## src/rtl/aec_pkg.sv

```systemverilog
// ----------------------------------------------------------------------------
// aec_pkg
// Shared widths, register indexes, configuration struct and saturation helper
// for the axis event conditioner.
// ----------------------------------------------------------------------------
package aec_pkg;

    // raw sample width
    localparam int SAMPLE_BITS   = 16;
    // conditioned value width (Q1.15)
    localparam int VALUE_BITS    = 16;
    localparam int ELAPSED_BITS  = 16;
    localparam int MOD_BITS      = 4;
    localparam int TOL_BITS      = 16;
    localparam int DEADBAND_BITS = 16;
    localparam int GAIN_BITS     = 32;
    localparam int TIME_BITS     = 32;
    localparam int FRAC_BITS     = 16;

    // configuration port
    localparam int CFG_DATA_BITS = 32;
    localparam int CFG_IDX_BITS  = 3;

    // derived datapath widths
    localparam int DIFF_BITS = SAMPLE_BITS + 1;
    localparam int PROD_BITS = DIFF_BITS + GAIN_BITS + 1;
    localparam int Q_BITS    = PROD_BITS - FRAC_BITS;
    localparam int MAG_BITS  = (DIFF_BITS > TOL_BITS) ? DIFF_BITS : TOL_BITS;

    // Q1.15 constants
    localparam int Q15_MAX    = 32767;
    localparam int Q15_MIN    = -32768;
    localparam int Q15_OFFSET = 32768;
    localparam int ROUND_HALF = 1 << (FRAC_BITS - 1);

    // register reset values
    localparam logic [TOL_BITS-1:0] TOL_RESET = TOL_BITS'(66);

    // register indexes
    typedef enum logic [CFG_IDX_BITS-1:0] {
        REG_TOLERANCE        = 3'd0,
        REG_NORMALIZE_ENABLE = 3'd1,
        REG_MIN_RANGE        = 3'd2,
        REG_RANGE_GAIN       = 3'd3,
        REG_DEADBAND         = 3'd4,
        REG_INTERVAL         = 3'd5
    } cfg_index_t;

    // configuration seen by the datapath
    typedef struct packed {
        logic [TOL_BITS-1:0]             tolerance;
        logic                            normalize_enable;
        logic signed [SAMPLE_BITS-1:0]   min_range;
        logic [GAIN_BITS-1:0]            range_gain;
        logic [DEADBAND_BITS-1:0]        deadband;
        logic [TIME_BITS-1:0]            interval;
    } cfg_t;

    // clamp a wide signed value to the Q1.15 range
    function automatic logic signed [VALUE_BITS-1:0] sat_q15(
        input logic signed [Q_BITS-1:0] x
    );
        logic signed [Q_BITS-1:0] hi;
        logic signed [Q_BITS-1:0] lo;
        logic signed [VALUE_BITS-1:0] r;
        hi = Q_BITS'(Q15_MAX);
        lo = Q_BITS'(Q15_MIN);
        if (x > hi)
        begin
            r = VALUE_BITS'(hi);
        end
        else if (x < lo)
        begin
            r = VALUE_BITS'(lo);
        end
        else
        begin
            r = VALUE_BITS'(x);
        end
        return r;
    endfunction

endpackage

```

## src/rtl/aec_if.sv

```systemverilog
// ----------------------------------------------------------------------------
// aec channel interfaces
// Valid/ready channels for axis events, conditioned results and register
// writes.
// ----------------------------------------------------------------------------
interface aec_event_if;
    import aec_pkg::*;

    logic                            valid;
    logic                            ready;
    logic signed [SAMPLE_BITS-1:0]   sample;
    logic [ELAPSED_BITS-1:0]         elapsed;
    logic [MOD_BITS-1:0]             modifier_code;

    modport source (output valid, output sample, output elapsed,
                    output modifier_code, input ready);
    modport sink   (input valid, input sample, input elapsed,
                    input modifier_code, output ready);
endinterface

interface aec_result_if;
    import aec_pkg::*;

    logic                            valid;
    logic                            ready;
    logic signed [VALUE_BITS-1:0]    value_out;
    logic [MOD_BITS-1:0]             modifier_out;

    modport source (output valid, output value_out, output modifier_out,
                    input ready);
    modport sink   (input valid, input value_out, input modifier_out,
                    output ready);
endinterface

interface aec_cfg_if;
    import aec_pkg::*;

    logic                            valid;
    logic                            ready;
    logic [CFG_IDX_BITS-1:0]         index;
    logic [CFG_DATA_BITS-1:0]        data;

    modport source (output valid, output index, output data, input ready);
    modport sink   (input valid, input index, input data, output ready);
endinterface

```

## src/rtl/axis_event_conditioner.sv

```systemverilog
// a request passes the event register and then the result register
// throughput: one request per cycle, set by the single mapping and filter stage
// a result not taken by the receiver stalls the event register for every request
// reset (rst_n low, asynchronous) clears valid flags, the axis state and
// the time accumulator, and returns every configuration register to its reset value
// ----------------------------------------------------------------------------
// axis_event_conditioner
// Filters axis events by tolerance, maps them to Q1.15 with deadband and
// emits them once enough time has accumulated.
// ----------------------------------------------------------------------------
module axis_event_conditioner (
    input  logic          clk,
    input  logic          rst_n,
    aec_cfg_if.sink       cfg,
    aec_event_if.sink     events,
    aec_result_if.source  results
);
    import aec_pkg::*;

    cfg_t settings;

    // configuration registers
    aec_cfg_regs u_cfg_regs (
        .clk      (clk),
        .rst_n    (rst_n),
        .cfg      (cfg),
        .settings (settings)
    );

    // event datapath
    aec_core u_core (
        .clk      (clk),
        .rst_n    (rst_n),
        .settings (settings),
        .events   (events),
        .results  (results)
    );

endmodule

```

## src/rtl/aec_cfg_regs.sv

```systemverilog
// ----------------------------------------------------------------------------
// aec_cfg_regs
// Register file for the conditioner settings, written through the
// configuration channel; unknown indexes are ignored.
// ----------------------------------------------------------------------------
module aec_cfg_regs (
    input  logic          clk,
    input  logic          rst_n,
    aec_cfg_if.sink       cfg,
    output aec_pkg::cfg_t settings
);
    import aec_pkg::*;

    cfg_t settings_reg;
    cfg_t settings_next;

    // writes are always taken
    assign cfg.ready = 1'b1;

    // decode of one write request
    always_comb
    begin
        settings_next = settings_reg;
        if (cfg.valid)
        begin
            case (cfg.index)
                REG_TOLERANCE:
                    settings_next.tolerance = cfg.data[TOL_BITS-1:0];
                REG_NORMALIZE_ENABLE:
                    settings_next.normalize_enable = cfg.data[0];
                REG_MIN_RANGE:
                    settings_next.min_range = $signed(cfg.data[SAMPLE_BITS-1:0]);
                REG_RANGE_GAIN:
                    settings_next.range_gain = cfg.data[GAIN_BITS-1:0];
                REG_DEADBAND:
                    settings_next.deadband = cfg.data[DEADBAND_BITS-1:0];
                REG_INTERVAL:
                    settings_next.interval = cfg.data[TIME_BITS-1:0];
                default:
                    settings_next = settings_reg;
            endcase
        end
    end

    // register bank
    always_ff @(posedge clk or negedge rst_n)
    begin
        if (!rst_n)
        begin
            settings_reg.tolerance        <= TOL_RESET;
            settings_reg.normalize_enable <= 1'b0;
            settings_reg.min_range        <= '0;
            settings_reg.range_gain       <= '0;
            settings_reg.deadband         <= '0;
            settings_reg.interval         <= '0;
        end
        else
        begin
            settings_reg <= settings_next;
        end
    end

    assign settings = settings_reg;

endmodule

```

## src/rtl/aec_value_map.sv

```systemverilog
// ----------------------------------------------------------------------------
// aec_value_map
// Maps a raw sample to a saturated Q1.15 value, through the range gain or
// straight through, and applies the deadband.
// ----------------------------------------------------------------------------
module aec_value_map (
    input  logic signed [aec_pkg::SAMPLE_BITS-1:0] sample,
    input  aec_pkg::cfg_t                          settings,
    output logic signed [aec_pkg::VALUE_BITS-1:0]  value
);
    import aec_pkg::*;

    logic signed [DIFF_BITS-1:0]  offset;
    logic signed [GAIN_BITS:0]    gain_s;
    logic signed [PROD_BITS-1:0]  product;
    logic signed [PROD_BITS-1:0]  rounded;
    logic signed [Q_BITS-1:0]     scaled;
    logic signed [Q_BITS-1:0]     normed;
    logic signed [Q_BITS-1:0]     passed;
    logic signed [VALUE_BITS-1:0] clamped;
    logic signed [VALUE_BITS:0]   clamped_x;
    logic [VALUE_BITS:0]          magnitude;

    // sample relative to the range start, exact
    assign offset = DIFF_BITS'(sample) - DIFF_BITS'(settings.min_range);
    assign gain_s = $signed({1'b0, settings.range_gain});

    // scale by the gain, round half up, drop the fraction
    assign product = PROD_BITS'(offset) * PROD_BITS'(gain_s);
    assign rounded = product + PROD_BITS'(ROUND_HALF);
    assign scaled  = rounded[PROD_BITS-1:FRAC_BITS];
    assign normed  = scaled - Q_BITS'(Q15_OFFSET);

    // raw sample read as Q1.15
    assign passed = Q_BITS'(sample);

    assign clamped = sat_q15(settings.normalize_enable ? normed : passed);

    // deadband on the magnitude
    assign clamped_x = (VALUE_BITS + 1)'(clamped);
    assign magnitude = clamped_x[VALUE_BITS] ? -clamped_x : clamped_x;

    always_comb
    begin
        if (magnitude < (VALUE_BITS + 1)'(settings.deadband))
        begin
            value = '0;
        end
        else
        begin
            value = clamped;
        end
    end

endmodule

```

## src/rtl/aec_core.sv

```systemverilog
// ----------------------------------------------------------------------------
// aec_core
// Event register, tolerance filter, sample and time state, and the result
// register that decouples the result channel.
// ----------------------------------------------------------------------------
module aec_core (
    input  logic          clk,
    input  logic          rst_n,
    input  aec_pkg::cfg_t settings,
    aec_event_if.sink     events,
    aec_result_if.source  results
);
    import aec_pkg::*;

    // event register
    logic                          ev_valid_reg;
    logic                          ev_valid_next;
    logic signed [SAMPLE_BITS-1:0] ev_sample_reg;
    logic [ELAPSED_BITS-1:0]       ev_elapsed_reg;
    logic [MOD_BITS-1:0]           ev_mod_reg;

    // axis state
    logic signed [SAMPLE_BITS-1:0] last_sample_reg;
    logic signed [SAMPLE_BITS-1:0] last_sample_next;
    logic                          have_last_reg;
    logic                          have_last_next;
    logic [TIME_BITS-1:0]          time_accum_reg;
    logic [TIME_BITS-1:0]          time_accum_next;

    // result register
    logic                          res_valid_reg;
    logic                          res_valid_next;
    logic signed [VALUE_BITS-1:0]  res_value_reg;
    logic [MOD_BITS-1:0]           res_mod_reg;

    logic                          ev_take;
    logic                          advance;
    logic signed [DIFF_BITS-1:0]   diff;
    logic [DIFF_BITS-1:0]          diff_mag;
    logic                          drop;
    logic [TIME_BITS:0]            time_sum;
    logic [TIME_BITS-1:0]          time_sat;
    logic                          fire;
    logic signed [VALUE_BITS-1:0]  mapped_value;

    // pipeline moves on when the result register is free or being emptied
    assign advance       = ev_valid_reg && (!res_valid_reg || results.ready);
    assign events.ready  = !ev_valid_reg || advance;
    assign ev_take       = events.valid && events.ready;

    // tolerance filter against the last kept sample
    assign diff     = DIFF_BITS'(ev_sample_reg) - DIFF_BITS'(last_sample_reg);
    assign diff_mag = diff[DIFF_BITS-1] ? -diff : diff;
    assign drop     = have_last_reg &&
                      (MAG_BITS'(diff_mag) < MAG_BITS'(settings.tolerance));

    // value mapping
    aec_value_map u_value_map (
        .sample   (ev_sample_reg),
        .settings (settings),
        .value    (mapped_value)
    );

    // time accumulation with saturation
    assign time_sum = {1'b0, time_accum_reg} + (TIME_BITS + 1)'(ev_elapsed_reg);
    assign time_sat = time_sum[TIME_BITS] ? '1 : time_sum[TIME_BITS-1:0];
    assign fire     = !drop && (time_sat >= settings.interval);

    // next state
    always_comb
    begin
        last_sample_next = last_sample_reg;
        have_last_next   = have_last_reg;
        time_accum_next  = time_accum_reg;
        if (advance && !drop)
        begin
            last_sample_next = ev_sample_reg;
            have_last_next   = 1'b1;
            time_accum_next  = fire ? (time_sat - settings.interval) : time_sat;
        end
    end

    // valid flags
    always_comb
    begin
        if (ev_take)
        begin
            ev_valid_next = 1'b1;
        end
        else if (advance)
        begin
            ev_valid_next = 1'b0;
        end
        else
        begin
            ev_valid_next = ev_valid_reg;
        end

        if (advance && fire)
        begin
            res_valid_next = 1'b1;
        end
        else if (results.ready)
        begin
            res_valid_next = 1'b0;
        end
        else
        begin
            res_valid_next = res_valid_reg;
        end
    end

    // control and state registers
    always_ff @(posedge clk or negedge rst_n)
    begin
        if (!rst_n)
        begin
            ev_valid_reg    <= 1'b0;
            res_valid_reg   <= 1'b0;
            last_sample_reg <= '0;
            have_last_reg   <= 1'b0;
            time_accum_reg  <= '0;
        end
        else
        begin
            ev_valid_reg    <= ev_valid_next;
            res_valid_reg   <= res_valid_next;
            last_sample_reg <= last_sample_next;
            have_last_reg   <= have_last_next;
            time_accum_reg  <= time_accum_next;
        end
    end

    // payload registers
    always_ff @(posedge clk)
    begin
        if (ev_take)
        begin
            ev_sample_reg  <= events.sample;
            ev_elapsed_reg <= events.elapsed;
            ev_mod_reg     <= events.modifier_code;
        end
        if (advance && fire)
        begin
            res_value_reg <= mapped_value;
            res_mod_reg   <= ev_mod_reg;
        end
    end

    assign results.valid        = res_valid_reg;
    assign results.value_out    = res_value_reg;
    assign results.modifier_out = res_mod_reg;

    // a dropped event leaves the axis state alone
    a_drop_keeps_state: assert property (
        @(posedge clk) disable iff (!rst_n)
        advance && drop |=> $stable(last_sample_reg) && $stable(time_accum_reg)
    ) else $error("dropped event changed axis state");

    // a kept event arms the tolerance filter
    a_kept_sets_last: assert property (
        @(posedge clk) disable iff (!rst_n)
        advance && !drop |=> have_last_reg
    ) else $error("kept event did not set have_last");

    // a firing event lands in the result register
    a_fire_loads_result: assert property (
        @(posedge clk) disable iff (!rst_n)
        advance && fire |=> res_valid_reg && res_value_reg == $past(mapped_value)
    ) else $error("fired value not held in result register");

    // an empty event register always takes a request
    a_empty_is_ready: assert property (
        @(posedge clk) disable iff (!rst_n)
        !ev_valid_reg |-> events.ready
    ) else $error("event register empty but not ready");

endmodule
```

## src/flat_wrapper.sv

```systemverilog
// flat-port wrapper written by rule: the top's interface ports become plain ports
module axis_event_conditioner_flat import aec_pkg::*;
  (clk, rst_n, cfg_valid, cfg_index, cfg_data, cfg_ready, events_valid, events_sample, events_elapsed, events_modifier_code, events_ready, results_valid, results_value_out, results_modifier_out, results_ready);
  aec_cfg_if cfg_i ();
  aec_event_if events_i ();
  aec_result_if results_i ();
  input  logic clk;
  input  logic rst_n;
  input wire logic [$bits(cfg_i.valid)-1:0] cfg_valid;
  input wire logic [$bits(cfg_i.index)-1:0] cfg_index;
  input wire logic [$bits(cfg_i.data)-1:0] cfg_data;
  output wire logic [$bits(cfg_i.ready)-1:0] cfg_ready;
  input wire logic [$bits(events_i.valid)-1:0] events_valid;
  input wire logic [$bits(events_i.sample)-1:0] events_sample;
  input wire logic [$bits(events_i.elapsed)-1:0] events_elapsed;
  input wire logic [$bits(events_i.modifier_code)-1:0] events_modifier_code;
  output wire logic [$bits(events_i.ready)-1:0] events_ready;
  output wire logic [$bits(results_i.valid)-1:0] results_valid;
  output wire logic [$bits(results_i.value_out)-1:0] results_value_out;
  output wire logic [$bits(results_i.modifier_out)-1:0] results_modifier_out;
  input wire logic [$bits(results_i.ready)-1:0] results_ready;
  assign cfg_i.valid = cfg_valid;
  assign cfg_i.index = cfg_index;
  assign cfg_i.data = cfg_data;
  assign cfg_ready = cfg_i.ready;
  assign events_i.valid = events_valid;
  assign events_i.sample = events_sample;
  assign events_i.elapsed = events_elapsed;
  assign events_i.modifier_code = events_modifier_code;
  assign events_ready = events_i.ready;
  assign results_valid = results_i.valid;
  assign results_value_out = results_i.value_out;
  assign results_modifier_out = results_i.modifier_out;
  assign results_i.ready = results_ready;
  axis_event_conditioner u_core (.clk(clk), .rst_n(rst_n), .cfg(cfg_i), .events(events_i), .results(results_i));
endmodule
```

## config.mk

```make
export PLATFORM = sky130hd
export DESIGN_NAME = axis_event_conditioner_flat
export DESIGN_NICKNAME = d
export VERILOG_FILES = /design/src/rtl/aec_pkg.sv /design/src/rtl/aec_if.sv /design/src/rtl/axis_event_conditioner.sv /design/src/rtl/aec_cfg_regs.sv /design/src/rtl/aec_value_map.sv /design/src/rtl/aec_core.sv /design/src/flat_wrapper.sv
export SDC_FILE = /design/constraint.sdc
export NUM_CORES = 2
export LEC_CHECK = 0
export BUFFER_PORTS_ARGS = -buffer_cell sky130_fd_sc_hd__buf_2
export CAP_MARGIN = 40
export CORE_MARGIN = 8
export CORE_UTILIZATION = 50
export DETAILED_ROUTE_END_ITERATION = 6
export PLACE_DENSITY = 0.63
export SLEW_MARGIN = 20
export SYNTH_ARGS = -nofsm -noshare
export SYNTH_HDL_FRONTEND = slang
export SYNTH_SLANG_ARGS = --single-unit
```

## constraint.sdc

```tcl
create_clock -name clk -period 21.9 [get_ports clk]
set_input_delay 4.38 -clock clk [delete_from_list [all_inputs] [get_ports clk]]
set_output_delay 4.38 -clock clk [all_outputs]
set_load 0.02 [all_outputs]
```

==> flow_metrics.tcl <==
set metrics [dict create \
    status "complete, no violations" \
    antenna_found_initial 2 \
    synthAdderAreaFrac 0.368 \
    largest_reg_flops 113 \
    cpPeakStageDelay_ns 0.58 \
    rows 95 \
    drc 0 \
    clk_latency_ns 0.52 \
    fill_cells 6314 \
    synth_top_family_by_area "adder cells" \
    fin_nets 4697 \
    ys_types 90 \
    async_reset_ff_frac 0.745 \
    die_x_um 276 \
    ios 99 \
    register_area_um2 5790 \
    yosys.area.top_type "fa_1" \
    yosys-top-cells-count "inv_1, nand2_1, fa_1" \
    start_util 0.503 \
    netlist.area_leader.share 0.269 \
    maxCapViolations 0 \
    h-tree-depth 1 \
    wl_per_cell_um 19.3 \
    firstDrtPassIters 5 \
    yosysWarnings 0 \
    slew_viol_final 0 \
    fp.dieH_um 276 \
    dpl.hpwl_um 72200 \
    ys_ff_latch 220 \
    synthesis.area_um2 33700 \
    dr.first_iter.drc_count 1763 \
    worstHoldPathCells 0 \
    yosysMostFrequentCell "inv_1" \
    synth_simple_gate_area_frac 0.179 \
    final_util 0.538 \
    grt-ovfl-total 0 \
    area_growth_pct 6.95 \
    tns_ns 0 \
    seq_area_frac_synth 0.172 \
    syn_avg_cell_area_um2 8.59 \
    worst_ep_arrival_time_ns 16.55 \
    vias 26800 \
    post_cts_buffers 0 \
    clockBufferDepth 3 \
    grt_pass1_wl_um 149000 \
    slew_headroom 0.402 \
    fmax_ghz 0.0613 \
    groute.usage.overall 0.246 \
    hold_path.class "reg -> reg" \
    cts_inserted_buffers 22 \
    gp_congestion 0.921 \
    clkTransAtPathRegs_ns 0.07 \
    synthFlopType "dfrtp_1" \
    synth_xor_area_frac 0.0283 \
    worstRegToRegCells 61 \
    critPathKind "reg -> reg" \
    grt_max_degree 79 \
    portBuffers 97 \
    cts_tree "yes" \
    synth_compound_area_frac 0.119 \
    synth.area.mux_share 0.0321 \
    synth_edf_count 56 \
    hold_viol_final 0 \
    core-area_um2 66900 \
    synth_cells 3922 \
    crit_start "u_core.u_core.ev_sample_reg[0]$_DFFE_PP_" \
    crit_required_ns 22.14 \
    period_needed_ns 16.31 \
    wirelength_um 92700 \
    hp-start "u_core.u_core.ev_mod_reg[0]$_DFFE_PP_" \
    finClkSkew_ns 0.0140 \
    ant_nets 0 \
    startpoint_type "register" \
    period_share 0.745 \
    synth.area.top_cells "fa_1, dfrtp_1, ha_1" \
    finalSetupViolations 0 \
    drive_gt1_frac 0.0913 \
    rsz0062_at_grt "false" \
    grt_pass1_vias 26700 \
    tightestPinTransition_ns 0.897 \
    clockRootBuffer "clkbuf_16" \
    syn-num-nets 4716 \
    setup_slack_ns 5.59 \
    multi_input_area_um2 24500 \
    clkSinkCount 220 \
    via_per_inst 5.59 \
    die-area_um2 75900 \
    postCtsResizedCells 0 \
    dp_slack_ns 5.65 \
    critical-path-slowest-cell "a221oi_4" \
    cp_max_fo 33 \
    critPathCaptureType "register" \
    hold_buffers 0 \
    rr_startpoint "u_core.u_core.ev_sample_reg[0]$_DFFE_PP_" \
]
## final timing paths
| path | to | slack, ns |
|---|---|---|
| max | u_core.u_core.results.value_out[14]$_SDFFCE_PN0P_ | 5.59 |
| min | u_core.u_core.results.modifier_out[0]$_DFFE_PP_ | 0.42 |
| max reg2reg | u_core.u_core.results.value_out[14]$_SDFFCE_PN0P_ | 5.59 |
| min reg2reg | u_core.u_core.results.modifier_out[0]$_DFFE_PP_ | 0.42 |
| max in group asynchronous | u_core.u_cfg_regs.settings[67]$_DFFE_PN0P_ | 16.76 |
| min in group asynchronous | u_core.u_cfg_regs.settings[107]$_DFFE_PN0P_ | 3.75 |
## logic make-up after synthesis
family	Yosys count
muxes	98
AOI/OAI and AO/OA	598
other	1
and+or+nand+nor	1267
buffers and inverters	911
adders and majority gates	718
xor gates and xnor gates	109
DFF	220
## final cells by class
cell class,count,share of cell area
repair buffers,167,0.0334
well taps,873,0.0303
multi-input cells,2791,0.681
flip-flops and latches,220,0.161
clock inverters,11,0.00267
diodes,1,0.0000695
clock buffers,29,0.0183
inverters,701,0.0730
## worst max-delay path, delay by kind of cell, from the launching register on
family          cells  cell delay (ns)
compound gates     28             6.16
fa+ha+maj          12             5.08
flops               1             0.37
buf+inv             5             0.71
simple gates       16             3.66
## cells in the final DEF, fill, tap and decap left out, types with 49 or more instances in the layout
cell type and count:
xnor2_1 65, nand2_1 594, nor2b_1 75, buf_4 54, edfxtp_1 56, a21oi_1 111
buf_2 96, mux2_2 80, ha_1 264, dfrtp_1 162, o21ai_0 141, nand3_1 51
a21o_1 50, fa_1 453, nor3_1 49, a31oi_1 65, and2_1 110, inv_1 699
nor2_1 161
## stage by stage
| step | instance area (um^2) | hold slack (ns) | cells |
|---|---|---|---|
| after CTS | 35900 | 0.421 | 4784 |
| after floorplan | 33700 | 0.400 | 3922 |
| after global routing | 36000 | 0.444 | 4793 |
| after global placement | 34900 | 0.401 | 4735 |
| final | 36000 | 0.424 | 4793 |
| after detailed placement | 35100 | 0.406 | 4744 |
## routing by layer
metal / GRT usage / wire [um] / up-vias
li1: - / - / 12600
met1: 0.361 / 43800 / 13300
met2: 0.395 / 42300 / 731
met3: 0.0247 / 4630 / 112
met4: 0.0496 / 1920 / 0
met5: 0 / 0 / -
Power is left out: the tool's default activity adds up to more than one toggle a clock period on the data nets, which glitch-free logic cannot reach.
